===== src/sv/opw_div.sv =====
// Serial restoring divider, one quotient bit per cycle.
`default_nettype none
module opw_div #(
  parameter int DIVIDEND_W = 18,
  parameter int DIVISOR_W = 10
) (
  input  wire logic                  clk_i,
  input  wire logic                  rst_ni,
  input  wire logic                  start_i,
  input  wire logic [DIVIDEND_W-1:0] dividend_i,
  input  wire logic [DIVISOR_W-1:0]  divisor_i,
  output logic                       done_o,
  output logic [DIVIDEND_W-1:0]      quot_o
);

  localparam int CW = $clog2(DIVIDEND_W + 1);

  logic                  busy_q;
  logic                  done_q;
  logic [CW-1:0]         cnt_q;
  logic [DIVIDEND_W-1:0] quot_q;
  logic [DIVISOR_W-1:0]  rem_q;
  logic [DIVISOR_W-1:0]  dvs_q;
  logic [DIVISOR_W:0]    trial;
  logic                  take;

  always_comb begin
    trial = {rem_q, quot_q[DIVIDEND_W-1]};
    take = (trial >= {1'b0, dvs_q});
  end

  always_ff @(posedge clk_i or negedge rst_ni) begin
    if (!rst_ni) begin
      busy_q <= 1'b0;
      done_q <= 1'b0;
      cnt_q <= '0;
    end else begin
      done_q <= 1'b0;
      if (start_i) begin
        busy_q <= 1'b1;
        cnt_q <= CW'(DIVIDEND_W);
      end else if (busy_q) begin
        cnt_q <= cnt_q - CW'(1);
        if (cnt_q == CW'(1)) begin
          busy_q <= 1'b0;
          done_q <= 1'b1;
        end
      end
    end
  end

  always_ff @(posedge clk_i) begin
    if (start_i) begin
      quot_q <= dividend_i;
      rem_q <= '0;
      dvs_q <= divisor_i;
    end else if (busy_q) begin
      quot_q <= {quot_q[DIVIDEND_W-2:0], take};
      rem_q <= take ? DIVISOR_W'(trial - {1'b0, dvs_q}) : DIVISOR_W'(trial);
    end
  end

  assign done_o = done_q;
  assign quot_o = quot_q;

endmodule
`default_nettype wire


===== config.mk =====
export PLATFORM = sky130hd
export DESIGN_NAME = opw_div
export DESIGN_NICKNAME = d
export VERILOG_FILES = /design/src/sv/opw_div.sv
export SDC_FILE = /design/constraint.sdc
export NUM_CORES = 1
export LEC_CHECK = 0
export BUFFER_PORTS_ARGS = -buffer_cell sky130_fd_sc_hd__buf_2
export CORE_AREA = 4 4 79 81
export DETAILED_ROUTE_END_ITERATION = 12
export DIE_AREA = 0 0 83 85
export PLACE_DENSITY = 0.71
export SYNTH_ARGS = -nofsm -noshare
export SYNTH_HDL_FRONTEND = slang
export SYNTH_SLANG_ARGS = --single-unit

===== constraint.sdc =====
create_clock -name clk_i -period 6.5 [get_ports clk_i]
set_clock_uncertainty 0.1 [all_clocks]
set_input_delay 0.975 -clock clk_i [delete_from_list [all_inputs] [get_ports clk_i]]
set_output_delay 0.975 -clock clk_i [all_outputs]
set_load 0.005 [all_outputs]

==> flow_metrics.py <==
metrics = {
    "timing": {
        "relSlewSlack_pct": 43.9,
        "max_freq_mhz": 377,
        "setup_violations": 0,
        "timing.final.crit_share_pct": 40.8,
        "layout_min_cycle_time_ns": 2.65,
        "drv_slew": 0,
        "finalSetupTns_ns": 0,
        "worst_pin_slew_ns": 0.842,
        "setup_slack_ns": 3.85,
        "hold_viol_final": 0,
        "rsz0062_at_grt": "false",
    },
    "yosys": {
        "synth_top_area_share_pct": 35.0,
        "synth_edf_count": 28,
        "synth_area_per_cell_um2": 11.4,
        "syn-cell-area_um2": 2400,
        "yosys.cell_types.count": 44,
        "synthTopCellsByArea": "edfxtp_1, mux2_2, dfxtp_1",
        "synth_fp_nets": 255,
        "async_flop_share_pct": 15.6,
        "synth-seq-cells": 45,
        "yosysWarningCount": 0,
        "yosys.area.top_type": "edfxtp_1",
        "syn_inst": 211,
        "seq_area_frac_synth_pct": 50.6,
        "dominantRegCellSynth": "edfxtp_1",
    },
    "critical_path": {
        "worstSetupPathType": "reg -> reg",
        "timing.rr.start": "rem_q[3]",
        "r2r-end": "quot_o[0]",
        "worst-r2r-cell-count": 6,
        "critPathArrivalTime_ns": 2.62,
        "cp-start-kind": "flop",
        "crit_required_ns": 6.46,
        "crit_end": "quot_o[0]",
        "critPathMaxFanout": 15,
        "rrSetupSlack_ns": 3.85,
        "cp-end-kind": "flop",
        "startpoint": "rem_q[3]",
    },
    "cts": {
        "clock_path_buffers": 2,
        "clkTransAtPathRegs_ns": 0.09,
        "cts_buffers": 5,
        "cts.sinks": 45,
        "root_buffer": "clkbuf_8",
        "hold_buffers": 0,
        "clk_latency_ns": 0.30,
        "cts_setup_buffers": 0,
        "htree_levels": 2,
        "cts_tree": "built",
        "post_cts_resized": 0,
    },
    "die": {
        "die_h_um": 85,
        "ios": 50,
        "initial_utilization_pct": 43.9,
        "std_cell_rows": 27,
        "core_um2": 5470,
        "dieArea_um2": 7060,
        "die_x_um": 83,
    },
    "global_routing": {
        "grt_remaining_overflow": 0,
        "grt_max_degree": 50,
        "grt.total_usage_pct": 13.5,
        "grt_antenna_before_repair": 0,
        "grt_pass1_vias": 1688,
        "grt_pass1_wl_um": 7870,
    },
    "finish": {
        "antenna_cells": 0,
        "final_cell_mix": "buf_2, edfxtp_1, nor2_1",
        "nets": 303,
        "final_core_util_pct": 51.6,
        "area_growth_pct": 17.4,
        "layout-drive-gt1-share_pct": 30.4,
        "final_common_cell": "buf_2",
        "stdcell_count": 332,
    },
    "placement": {
        "dp_hpwl_um": 3300,
        "gp_congestion": 0.802,
        "placed_cells": 324,
        "place_ws_ns": 3.72,
        "io_buffers": 49,
    },
    "drt": {
        "viasPerCell": 5.18,
        "ant_nets": 0,
        "post_drt_wl_per_cell_um": 14.1,
        "vias": 1721,
        "drt-initial-drc-count": 84,
        "drc": 0,
        "dr.pass1.iters": 4,
        "drt-total-wl_um": 4670,
    },
    "power_and_ir_drop": {
        "vdd_drop_max_mv": 0.144,
        "power_density_nw_per_um2": 340,
        "p_leak_nw": 1.25,
        "total_power_mw": 0.960,
    },
    "flow_run": {
        "drv_cap": 0,
    },
    "status": {
        "status": "finished clean",
    },
    "hold_path": {
        "hold_class": "in -> async",
    },
}
## sequential cells by signal (all words and copies together) (netlist names)
name and count:
cnt_q 5, busy_q 1, done_o 1, dvs_q 10, quot_o 18, rem_q 10
## final cells by class
class | instances | area (um^2)
clock buffer | 5 | 68.8
clock inverter | 3 | 47.5
fill | 510 | 2650
inverter | 17 | 63.8
multi-input combinational | 139 | 1080
sequential | 45 | 1220
tap | 72 | 90.1
timing repair buffer | 51 | 260
## where the power goes
group          total, mW  switching [mW]  internal, mW
clock network      0.221           0.104         0.117
logic              0.342           0.182         0.161
registers          0.396          0.0372         0.359
total              0.960           0.323         0.637
## per-layer routing
metal	track usage [%]	share of wire [%]	routed length, um	vias to the layer above
li1	-	-	-	873
met1	17.8	46	2130	805
met2	22.4	48	2250	41
met3	3.40	5.5	258	2
met4	3.57	0.62	29	0
met5	0	0	0	-
## Yosys cell counts (2+ instances only)
cell type and number:
a211o_1 4, a211oi_1 6, a21o_1 4, a21oi_1 5, a31oi_1 2, and2_1 2
buf_2 3, clkbuf_1 5, dfrtp_1 7, dfxtp_1 10, edfxtp_1 28, ha_1 12
inv_1 17, mux2_2 18, nand2_1 8, nand2b_1 8, nand4_1 2, nor2_1 24
nor3_1 4, nor4_1 2, o211ai_1 2, o21ai_0 3, o21bai_1 2, o311a_1 3
o31ai_1 3, xnor2_1 4, xor2_1 6
## kinds of logic (layout without fill, tap and decap cells)
| group | count (synthesis) | count (layout) | synth area share (%) |
|---|---|---|---|
| muxes | 18 | 18 | 8.43 |
| adders and majority gates | 13 | 13 | 7.08 |
| xor gates and xnor gates | 10 | 10 | 3.64 |
| AOI/OAI and AO/OA | 42 | 42 | 14.1 |
| DFF | 45 | 45 | 50.6 |
| and+or+nand+nor | 56 | 56 | 11.5 |
| buffers and inverters | 27 | 76 | 4.68 |
## per-stage QoR
| step | cell area, um^2 | hold WS [ns] |
|---|---|---|
| final | 2820 | 0.385 |
| after global routing | 2820 | 0.392 |
| after CTS | 2820 | 0.384 |
| after global placement | 2710 | 0.402 |
| after floorplan | 2400 | 0.365 |
| after detailed placement | 2710 | 0.404 |
## worst min path at each step
stage	end	slack, ns	depth (start not counted)	start
final	cnt_q[3]	0.38	1	rst_ni
after CTS	cnt_q[3]	0.38	1	rst_ni
after floorplan	rem_q[7]	0.36	2	rem_q[7]
after global placement	rem_q[0]	0.40	2	rem_q[0]
after detailed placement	rem_q[6]	0.40	2	rem_q[6]
after global routing	cnt_q[4]	0.39	1	rst_ni
## critical path, cell delays in order, from the launching register on
cell	delay, ns
dfxtp_1	0.34
ha_1	0.40
nand4_1	0.16
nor3_1	0.09
a2111oi_4	0.79
nand2_1	0.23
mux2_2	0.32
No activity file was read; power rests on OpenSTA's default activity.
