===== src/sv/opw_pkg.sv =====
// Types and constants of the oil-paint window filter.
`default_nettype none
package opw_pkg;

  localparam int CH_W = 8;
  localparam int PW = 10;
  localparam int LUM_MAX = 765;
  localparam int RECIP = 5482;
  localparam int RECIP_SHIFT = 22;

  localparam logic OP_STORE = 1'b0;
  localparam logic OP_FILTER = 1'b1;

  localparam logic [1:0] REG_WIDTH = 2'd0;
  localparam logic [1:0] REG_HEIGHT = 2'd1;
  localparam logic [1:0] REG_RADIUS = 2'd2;
  localparam logic [1:0] REG_LEVELS = 2'd3;

  localparam logic [8:0] RST_WIDTH = 9'd256;
  localparam logic [8:0] RST_HEIGHT = 9'd256;
  localparam logic [3:0] RST_RADIUS = 4'd5;
  localparam logic [4:0] RST_LEVELS = 5'd20;

  typedef struct packed {
    logic       op;
    logic [7:0] col;
    logic [7:0] row;
    logic [7:0] chan_a;
    logic [7:0] chan_b;
    logic [7:0] chan_c;
  } in_item_t;

  typedef struct packed {
    logic [7:0] res_col;
    logic [7:0] res_row;
    logic [7:0] out_a;
    logic [7:0] out_b;
    logic [7:0] out_c;
  } out_item_t;

  typedef struct packed {
    logic [7:0] c;
    logic [7:0] b;
    logic [7:0] a;
  } pix_t;

endpackage
`default_nettype wire


===== src/sv/opw_hist.sv =====
// Intensity binning pipeline and per-bin count and channel sums.
`default_nettype none
module opw_hist #(
  parameter int MAX_BINS = 32,
  parameter int CNT_W = 10,
  parameter int SUM_W = 18
) (
  input  wire logic                      clk_i,
  input  wire logic                      rst_ni,
  input  wire logic                      clear_i,
  input  wire logic [7:0]                lv_i,
  input  wire logic                      pix_valid_i,
  input  wire opw_pkg::pix_t             pix_i,
  output logic                           busy_o,
  output logic [CNT_W-1:0]               best_cnt_o,
  output logic [2:0][SUM_W-1:0]          best_sum_o
);
  import opw_pkg::*;

  localparam int BW = (MAX_BINS > 1) ? $clog2(MAX_BINS) : 1;

  logic        pv1_q, pv2_q, pv3_q;
  logic [17:0] prod1_q, prod2_q;
  pix_t        pix1_q, pix2_q, pix3_q;
  logic [8:0]  q0_q;
  logic [BW-1:0] bin3_q;

  logic [9:0]  lum;
  logic [30:0] scaled;
  logic [19:0] rem;
  logic [8:0]  binc;
  logic [BW-1:0] bin_d;

  logic [CNT_W-1:0] cnt_q [MAX_BINS];
  logic [SUM_W-1:0] sa_q [MAX_BINS];
  logic [SUM_W-1:0] sb_q [MAX_BINS];
  logic [SUM_W-1:0] sc_q [MAX_BINS];
  logic [CNT_W-1:0] best_q;
  logic [BW-1:0]    best_bin_q;
  logic [CNT_W-1:0] cnt_new;

  always_comb begin
    lum = 10'(pix_i.a) + 10'(pix_i.b) + 10'(pix_i.c);
    scaled = 31'(prod1_q) * 31'(RECIP);
    rem = 20'(prod2_q) - 20'(q0_q) * 20'(LUM_MAX);
    binc = (rem >= 20'(LUM_MAX)) ? q0_q + 9'd1 : q0_q;
    if (32'(binc) > MAX_BINS - 1) begin
      bin_d = BW'(MAX_BINS - 1);
    end else begin
      bin_d = BW'(binc);
    end
    cnt_new = cnt_q[bin3_q] + CNT_W'(1);
  end

  always_ff @(posedge clk_i or negedge rst_ni) begin
    if (!rst_ni) begin
      pv1_q <= 1'b0;
      pv2_q <= 1'b0;
      pv3_q <= 1'b0;
    end else begin
      pv1_q <= pix_valid_i;
      pv2_q <= pv1_q;
      pv3_q <= pv2_q;
    end
  end

  always_ff @(posedge clk_i) begin
    prod1_q <= 18'(lum) * 18'(lv_i);
    pix1_q  <= pix_i;
    q0_q    <= 9'(scaled >> RECIP_SHIFT);
    prod2_q <= prod1_q;
    pix2_q  <= pix1_q;
    bin3_q  <= bin_d;
    pix3_q  <= pix2_q;
  end

  always_ff @(posedge clk_i or negedge rst_ni) begin
    if (!rst_ni) begin
      best_q <= '0;
      best_bin_q <= '0;
      for (int i = 0; i < MAX_BINS; i++) begin
        cnt_q[i] <= '0;
        sa_q[i] <= '0;
        sb_q[i] <= '0;
        sc_q[i] <= '0;
      end
    end else if (clear_i) begin
      best_q <= '0;
      best_bin_q <= '0;
      for (int i = 0; i < MAX_BINS; i++) begin
        cnt_q[i] <= '0;
        sa_q[i] <= '0;
        sb_q[i] <= '0;
        sc_q[i] <= '0;
      end
    end else if (pv3_q) begin
      cnt_q[bin3_q] <= cnt_new;
      sa_q[bin3_q] <= sa_q[bin3_q] + SUM_W'(pix3_q.a);
      sb_q[bin3_q] <= sb_q[bin3_q] + SUM_W'(pix3_q.b);
      sc_q[bin3_q] <= sc_q[bin3_q] + SUM_W'(pix3_q.c);
      if (cnt_new > best_q) begin
        best_q <= cnt_new;
        best_bin_q <= bin3_q;
      end
    end
  end

  assign busy_o = pv1_q | pv2_q | pv3_q;
  assign best_cnt_o = best_q;
  assign best_sum_o[0] = sa_q[best_bin_q];
  assign best_sum_o[1] = sb_q[best_bin_q];
  assign best_sum_o[2] = sc_q[best_bin_q];

endmodule
`default_nettype wire


===== config.mk =====
export PLATFORM = sky130hd
export DESIGN_NAME = opw_hist
export DESIGN_NICKNAME = d
export VERILOG_FILES = /design/src/sv/opw_pkg.sv /design/src/sv/opw_hist.sv
export SDC_FILE = /design/constraint.sdc
export NUM_CORES = 2
export LEC_CHECK = 0
export BUFFER_PORTS_ARGS = -buffer_cell sky130_fd_sc_hd__buf_2
export CAP_MARGIN = 10
export CELL_PAD_IN_SITES_DETAIL_PLACEMENT = 0
export CELL_PAD_IN_SITES_GLOBAL_PLACEMENT = 1
export CORE_MARGIN = 5
export CORE_UTILIZATION = 50
export CTS_BUF_LIST = sky130_fd_sc_hd__clkbuf_8
export CTS_CLUSTER_DIAMETER = 30
export CTS_CLUSTER_SIZE = 24
export DETAILED_ROUTE_END_ITERATION = 7
export GPL_ROUTABILITY_DRIVEN = 0
export PLACE_DENSITY = 0.75
export SLEW_MARGIN = 20
export SYNTH_ARGS = -nofsm -noshare
export SYNTH_HDL_FRONTEND = slang
export SYNTH_SLANG_ARGS = --single-unit

===== constraint.sdc =====
create_clock -name clk_i -period 6.4 [get_ports clk_i]
set_input_delay 0.32 -clock clk_i [delete_from_list [all_inputs] [get_ports clk_i]]
set_output_delay 0.32 -clock clk_i [all_outputs]
set_load 0.02 [all_outputs]

==> flow_summary.ini <==
[clocking]
numCtsBuffers = 550
cts_max_level = 6
clk_latency_ns = 1.12
clk_pin_slew_ns = 0.06
cts_root_buf = clkbuf_8
clock_sinks = 2188
cts_tree = yes
cts.path.max_buffers = 4

[yosys]
netlist_area_mm2 = 0.125
synth_top_flop_cell = dfrtp_1
synth_edf_count = 0
syn_inst = 12000
synth.ff_latch_count = 2188
syn_nets = 12500
yosys_warnings = 0
ys_async_sr_fraction = 0.944
netlist-cell-type-count = 92
syn_avg_cell_area_um2 = 10.4
ys_seq_area_frac = 0.432

[worst_setup_path]
worstSetupStartpoint = bin3_q[0]
r2r.worst_path.cells = 15
crit_required_ns = 7.35
path_buf_inv = 2
crit_path_frequent_cell = a21oi_1
crit_family = simple AND/OR/NAND/NOR gates
crit_type = reg -> reg
worstPathArrival_ns = 6.97
rrSetupSlack_ns = 0.37
crit_path_max_fanout = 32
worstPathCellList = buf_12, mux4_2, a22oi_1, nand4_1, ha_1, a21oi_1, o21bai_1, a21oi_1, o21a_1, nor4_4, nand2_1, xnor2_4, buf_12, nand2_1, a21oi_1
slowest_delay_ns = 1.03
endpoint_kind = flip-flop
r2r_start = bin3_q[0]
cp.depth = 15
worstReg2RegEnd = sc_q[557]
cp-start-kind = flip-flop
slowest_stage = dfxtp_4

[route]
drt_wl_total_um = 470000
drt_first_pass_iters = 8
via_count = 102000
ant_nets = 0
drc = 0
via_per_inst = 6.48
drt-wirelength-per-cell_um = 29.8
drtIter0Drc = 13900

[global_routing]
track_usage = 0.359
grt_pass1_vias = 102000
grt_first_pass_wirelength_um = 690000
grt_max_degree = 216
gr-total-overflow = 0
grt_antenna_before_repair = 20

[sta]
setup_ws_ns = 0.374
fin_crit_sh = 0.942
clock_skew_ns = 0.111
fin_crit_ns = 6.03
timing.fmax_mhz = 166
grt_setup_unrepaired = no
setup_tns_ns = 0
hold_viol_final = 0
finalSetupViolCount = 0
maxSlewViolCount = 0
tightest_slew_ns = 1.29
maxSlewHeadroom = 0.136

[floorplanning]
fp-row-count = 183
dieHeight_um = 510
coreArea_mm2 = 0.249
start_util = 0.503
io_pins = 101
dieArea_mm2 = 0.261
die_x_um = 510

[layout]
drive_gt1_frac = 0.227
nets = 12400
layout_common_cells = nand2_1, dfrtp_1, a21oi_1
area_growth_pct = 13.7
n_fill_cell = 21000
layout_commonest_cell = nand2_1

[placement]
port_buffers = 100
dp_hpwl_um = 270000
pre_cts_ws_ns = 0.0855

[pwr]
p_leak_nw = 60.2
irDropWorstVdd_uv = 2140
power_density_mw_per_mm2 = 490

[job]
drv_cap = 0

[hold_path]
hold_class = in -> async

[outcome]
status = finished clean
[flip-flops by register name, summed over array words and instances (netlist names), 18 cells and up]
signal and cells:
cnt_q 320, sb_q 576, prod1_q 18, pix3_q 24, prod2_q 18, pix2_q 24
pix1_q 24, sc_q 576, sa_q 576
[repair_timing]
item	in CTS	in global routing
gates resized for setup	0	3
buffers inserted	0	1
hold buffers	56	0
hold endpoints to repair	648	0
endpoints found under the setup margin	0	5
[area by class of cell]
| type | instances | area (µm²) | area share |
|---|---|---|---|
| antenna | 13 | 32.5 | 0.000229 |
| clock inverter | 322 | 3660 | 0.0257 |
| clock buffer | 653 | 8990 | 0.0631 |
| multi-input combinational | 8393 | 64900 | 0.456 |
| sequential | 2188 | 54200 | 0.381 |
| tap | 3330 | 4170 | 0.0293 |
| timing repair buffer | 533 | 5160 | 0.0362 |
| inverter | 329 | 1230 | 0.00868 |
[synth_stat cells, types with 26 or more instances]
cell type / instances / share of area
o31ai_1: 65 / 0.0039
a22oi_1: 240 / 0.014
ha_1: 248 / 0.025
dfrtp_1: 2066 / 0.41
dfxtp_1: 122 / 0.020
a211oi_1: 133 / 0.0080
a21oi_2: 91 / 0.0064
and2_1: 42 / 0.0021
a22o_1: 48 / 0.0034
inv_1: 328 / 0.0098
nand4_1: 48 / 0.0024
nand3b_1: 69 / 0.0041
fa_1: 169 / 0.027
buf_1: 44 / 0.0013
o21ai_0: 86 / 0.0034
mux4_1: 54 / 0.011
mux2_2: 58 / 0.0052
buf_6: 97 / 0.0087
nand2_1: 2216 / 0.066
clkbuf_1: 729 / 0.022
nor2_1: 1608 / 0.048
mux4_2: 998 / 0.18
xor2_1: 33 / 0.0023
a21oi_1: 1729 / 0.069
nor2_2: 42 / 0.0021
buf_2: 214 / 0.0086
buf_4: 26 / 0.0016
xnor2_1: 64 / 0.0045
nand2_2: 60 / 0.0030
[tightest hold or removal path: stages]
cell	delay, ns
dlygate4sd3_1	0.58
buf_12	0.29
buf_4	0.32
[cell families after synthesis]
logic type      after synthesis  share of synthesized area
compound gates             2518                      0.117
buf+inv                    1468                     0.0557
flops                      2188                      0.432
xor+xnor                    113                    0.00922
fa+ha+maj                   417                     0.0518
simple gates               4229                      0.138
mux                        1116                      0.196
[worst max path at each step]
| stage | to | slack [ns] |
|---|---|---|
| floorplan | prod1_q[15] | 0.51 |
| global placement | prod1_q[15] | 0.04 |
| detailed placement | prod1_q[15] | 0.09 |
| CTS | bin3_q[1] | 0.18 |
| global route | bin3_q[1] | 0.07 |
| finish | sc_q[557] | 0.37 |
[per-layer routing]
metal	wire length (µm)	track usage	vias to the layer above
met5	24	0	-
met4	28000	0.187	4
met3	56700	0.0977	1506
met2	209000	0.533	6739
met1	177000	0.486	51800
li1	-	-	42200
[stage by stage]
stage	hold slack, ns	util	cells	cell area (µm²)	total power [mW]
global placement	0.311	0.518	14700	129000	49.4
floorplan	0.0244	-	12000	125000	40.3
finish	0.0964	0.572	15800	142000	69.8
CTS	0.0375	0.572	15700	142000	69.9
global route	0.0726	0.572	15800	142000	74.4
detailed placement	0.312	0.518	14700	129000	49.9
[power by group]
group	total (mW)	internal [mW]	leakage, nW	switching (mW)
clock	19.8	12.3	6.60	7.51
sequential	15.1	14.3	29.9	0.745
combinational	34.9	14.0	23.7	20.9
(Power assumes the default switching activity.)
